===== src/design/rau_mul.sv =====
`timescale 1ns / 1ps
// ----------------------------------------------------------------------------
// rau_mul
// Registered magnitude multiplier, shared by the cross-products.
// ----------------------------------------------------------------------------
module rau_mul #(
  parameter int W = 32
) (
  input  logic           clk,
  input  logic [W-1:0]   x,
  input  logic [W-1:0]   y,
  output logic [2*W-1:0] p
);

  always_ff @(posedge clk) begin
    p <= {{W{1'b0}}, x} * {{W{1'b0}}, y};
  end

endmodule

===== config.mk =====
export PLATFORM = sky130hd
export DESIGN_NAME = rau_mul
export DESIGN_NICKNAME = d
export VERILOG_FILES = /design/src/design/rau_mul.sv
export SDC_FILE = /design/constraint.sdc
export NUM_CORES = 2
export LEC_CHECK = 0
export ABC_AREA = 0
export ABC_CLOCK_PERIOD_IN_PS = 7700
export BUFFER_PORTS_ARGS = -buffer_cell sky130_fd_sc_hd__buf_4
export CORE_AREA = 2 2 376 378
export DETAILED_ROUTE_END_ITERATION = 10
export DIE_AREA = 0 0 378 380
export GPL_ROUTABILITY_DRIVEN = 0
export GPL_TIMING_DRIVEN = 1
export PLACE_DENSITY = 0.37
export SYNTH_ARGS = -nofsm -noshare
export SYNTH_HDL_FRONTEND = slang
export SYNTH_SLANG_ARGS = --single-unit
export TNS_END_PERCENT = 50

===== constraint.sdc =====
create_clock -name clk -period 7.7 [get_ports clk]
set_input_delay 0.385 -clock clk [delete_from_list [all_inputs] [get_ports clk]]
set_output_delay 0.385 -clock clk [all_outputs]
set_load 0.05 [all_outputs]

======== Word-level counts from Yosys, hierarchy flattened ========
Index checks and enable logic that the tools add are counted.
storage, ports and cells
  register bits after elaboration ......... 64
  output and inout port bits .............. 64
  logic and storage cells ................. 2
operators by class
  $mul .................................... 1
operators by type and width
  kind              number
  $mul A32 B32 Y64  1

======== Logic depth before layout (Yosys ltp) ========
  word-level depth ........................ 1
  depth in mapped cells ................... 29
  mapped depth without buffers ............ 27

======== Least setup slack after synthesis ========
Ideal clock, no wire load.
  path type ............................... input port to flip-flop
  start point ............................. in x[25]
  end point ............................... reg p[62]
  slack ................................... 562 ps
  path buffers ............................ 2
  setup time .............................. 72 ps
  arrival ................................. 7066 ps
  stages .................................. 25
  cell sequence ........................... clkbuf_1 -> nand2_1 -> fa_1 -> inv_1 -> fa_1 -> inv_1 -> fa_1 -> inv_1 -> fa_1 -> fa_1 -> fa_1 -> fa_1 -> inv_1 -> fa_1 -> inv_1 -> ha_1 -> buf_2 -> nand4_1 -> or4_1 -> or3_1 -> a31oi_1 -> a31o_2 -> a211oi_1 -> o21ai_1 -> xor2_1
on the way
  longest elaborated chain between the ends .. 1
RTL lines
  item                    line  source
  start: declaration      10    input logic [W-1:0] x,
  $mul A32 B32 Y64        16    p <= {{W{1'b0}}, x} * {{W{1'b0}}, y};
  end signal: assignment  16
  end: declaration        12    output logic [2*W-1:0] p
Every way passes these cells.

======== Worst setup path in the final report ========
  start point ............................. in y[11]
  end point ............................... reg p[62]
on the way
  longest elaborated chain between the ends .. 1
RTL lines
  item                line  source
  start: declaration  11    input logic [W-1:0] y,
  $mul A32 B32 Y64    16
Every way passes these cells.

==> flow_summary.yaml <==
synth:
  syn_area_per_cell_um2: 9.25
  syn_inst: 3748
  syn-num-nets: 4972
  synthArstFlopShare_pct: 0
  synth_flop_cell: "dfxtp_1"
  synth_top_cell_by_area: "fa_1"
  synth_enable_flop_cells: 0
  synthesis.area_um2: 34700
  ys_seq_elements: 64
  synth.top_cell.area_share_pct: 51.7
  yosysWarnings: 0
  yosysSeqAreaShare_pct: 3.69
  synth_cell_types: 57
  netlist_top_cells_area: "fa_1, and2_1, ha_1"
floorplanning:
  initial_core_util_pct: 24.9
  coreArea_um2: 139000
  die_area_um2: 144000
  rows: 137
  boundaryPins: 129
  die_h_um: 380
  fp.dieW_um: 378
detailed_routing:
  vias: 24400
  firstDrtPassIters: 5
  detail-route-antenna-nets: 0
  avgRoutedWirePerCell_um: 19.1
  dr.first_iter.drc_count: 746
  vias_per_cell: 4.21
  drt-total-wl_um: 110000
  drc: 0
global_routing:
  grt_pass1_vias: 27800
  grt_usage_pct: 16.0
  grt_util_met2_pct: 30.5
  grt_start_max_net_pins: 27
  grt_pass1_wl_um: 173000
  use_met3_pct: 1.24
  grt_overflow: 0
  top_usage_layer: "met2"
  use_met1_pct: 19.5
  antenna_found_initial: 4
critical_path:
  worstPathRequired_ns: 8.00
  crit_cells: 25
  path_buf_inv: 7
  critPathMostFrequentCell: "fa_1"
  crit_fanout: 19
  crit_type: "in -> reg"
  critPathLaunchType: "primary input"
  worst_path_largest_cell_delay_ns: 0.63
  cpMaxStageDelayCell: "fa_1"
  end_kind: "flop"
  crit_arrival_ns: 7.65
  cpLargestDelayFamily: "adder cells"
  critical_path.startpoint: "y[11]"
timing:
  period_needed_ns: 7.35
  hold_slack_ns: 0.663
  report.final.slew_viol_count: 0
  fin_crit_sh_pct: 95.4
  grt_setup_unrepaired: "no"
  setup_viol: 0
  hold_violations: 0
  slew_headroom_pct: 56.4
  max_freq_mhz: 136
  worst_pin_slew_ns: 0.651
  setup_slack_ns: 0.353
cts:
  ctsLongestPathBuffers: 2
  clockRootBuffer: "clkbuf_16"
  cts_tree: "built"
  cts_buffers: 9
  htree_levels: 3
  hold_buffers: 0
  path_clk_slew_ns: 0.07
  clock-sinks: 64
layout:
  regMostFlops: "p"
  area_growth_pct: 13.5
  reg.largest.list: "p (64)"
  fillers: 15200
  largest_register_ffs: 64
  layout-drive-gt1-share_pct: 10.1
  stdcell_count: 5782
  nets: 5124
job:
  cap_violations: 0
min_path:
  holdCritPathClass: "in -> reg"
  hold_depth: 3
  hp-start: "y[0]"
placed_design:
  dpl_worst_slack_ns: -0.145
  port_buffers: 128
  dp_hpwl_um: 99300
  place_inst: 5765
run_status:
  status: "finished clean"
==> repair_timing <==
item | in CTS | in global routing
buffers inserted | 0 | 0
endpoints found under the setup margin | 0 | 2
resized for setup | 0 | 1
==> final timing paths <==
kind,endpoint,slack [ns]
max,p[62],0.35
min,p[0],0.66
==> worst min-delay path, stage by stage <==
cell    delay (ns)
buf_4         0.19
buf_4         0.24
and2_1        0.18
==> synthesized netlist by cell type (5+ instances only) <==
master	instances
dfxtp_1	64
o21a_1	9
a21oi_1	63
a31oi_1	12
inv_1	865
o21ai_0	21
buf_2	6
nand2_1	480
ha_1	263
nor2_1	20
a21o_1	40
nand4_1	23
nand3_1	10
clkbuf_1	213
nor3_1	7
and3_1	14
fa_1	896
xnor2_1	35
and2_1	602
xor2_1	25
o21ai_1	5
o21bai_1	10
==> metal layers <==
metal  share of wire [%]  wire length, um
met1                  41            44700
met4                 2.1             2360
met5               0.022               24
met2                  55            61200
met3                 1.8             1950
==> placed cells by master, fill, tap and decap left out, drive strengths merged, types with 10 or more instances in the layout <==
master / n
fa: 896
xor2: 25
nand4: 23
buf: 361
o21ai: 26
and3: 14
nand2: 480
and2: 602
o21bai: 11
ha: 263
nand3: 10
inv: 865
dfxtp: 64
a21o: 40
a31oi: 12
nor2: 20
xnor2: 35
clkbuf: 10
a21oi: 66
==> cell families (layout without fill, tap and decap cells) <==
logic type / Yosys count / after routing / share of synthesized area (%)
AND/OR/NAND/NOR: 1177 / 1177 / 17.6
adder cells (fa/ha/maj): 1159 / 1159 / 61.2
buffers and inverters: 1085 / 1242 / 11.8
AO/OA/AOI/OAI: 202 / 202 / 4.15
flip-flops: 64 / 64 / 3.69
XOR/XNOR: 60 / 60 / 1.52
multiplexers: 1 / 1 / 0.0289
other: 0 / 1 / 0
==> per-stage QoR <==
step / area (um2) / setup TNS, ns / utilization [%]
4_1_cts: 39400 / 0 / 28.3
5_1_grt: 39400 / 0 / 28.3
2_1_floorplan: 34700 / 0 / -
3_5_place_dp: 39100 / -0.278 / 28.1
3_3_place_gp: 39100 / -0.243 / 28.1
6_report: 39400 / 0 / 28.3
==> area by class of cell <==
class                           instances  area [um2]  area share [%]
Sequential cell                        64        1280            3.26
Clock buffer                           10         229           0.582
Multi-Input combinational cell       2599       29300            74.5
Tap cell                             1876        2350            5.96
Inverter                              865        3250            8.25
Antenna cell                            1        2.50         0.00636
Clock inverter                          6        60.1           0.153
Timing Repair Buffer                  361        2870            7.30
Power is left out: the tool's default activity adds up to more than one toggle a clock period on the data nets, which glitch-free logic cannot reach.
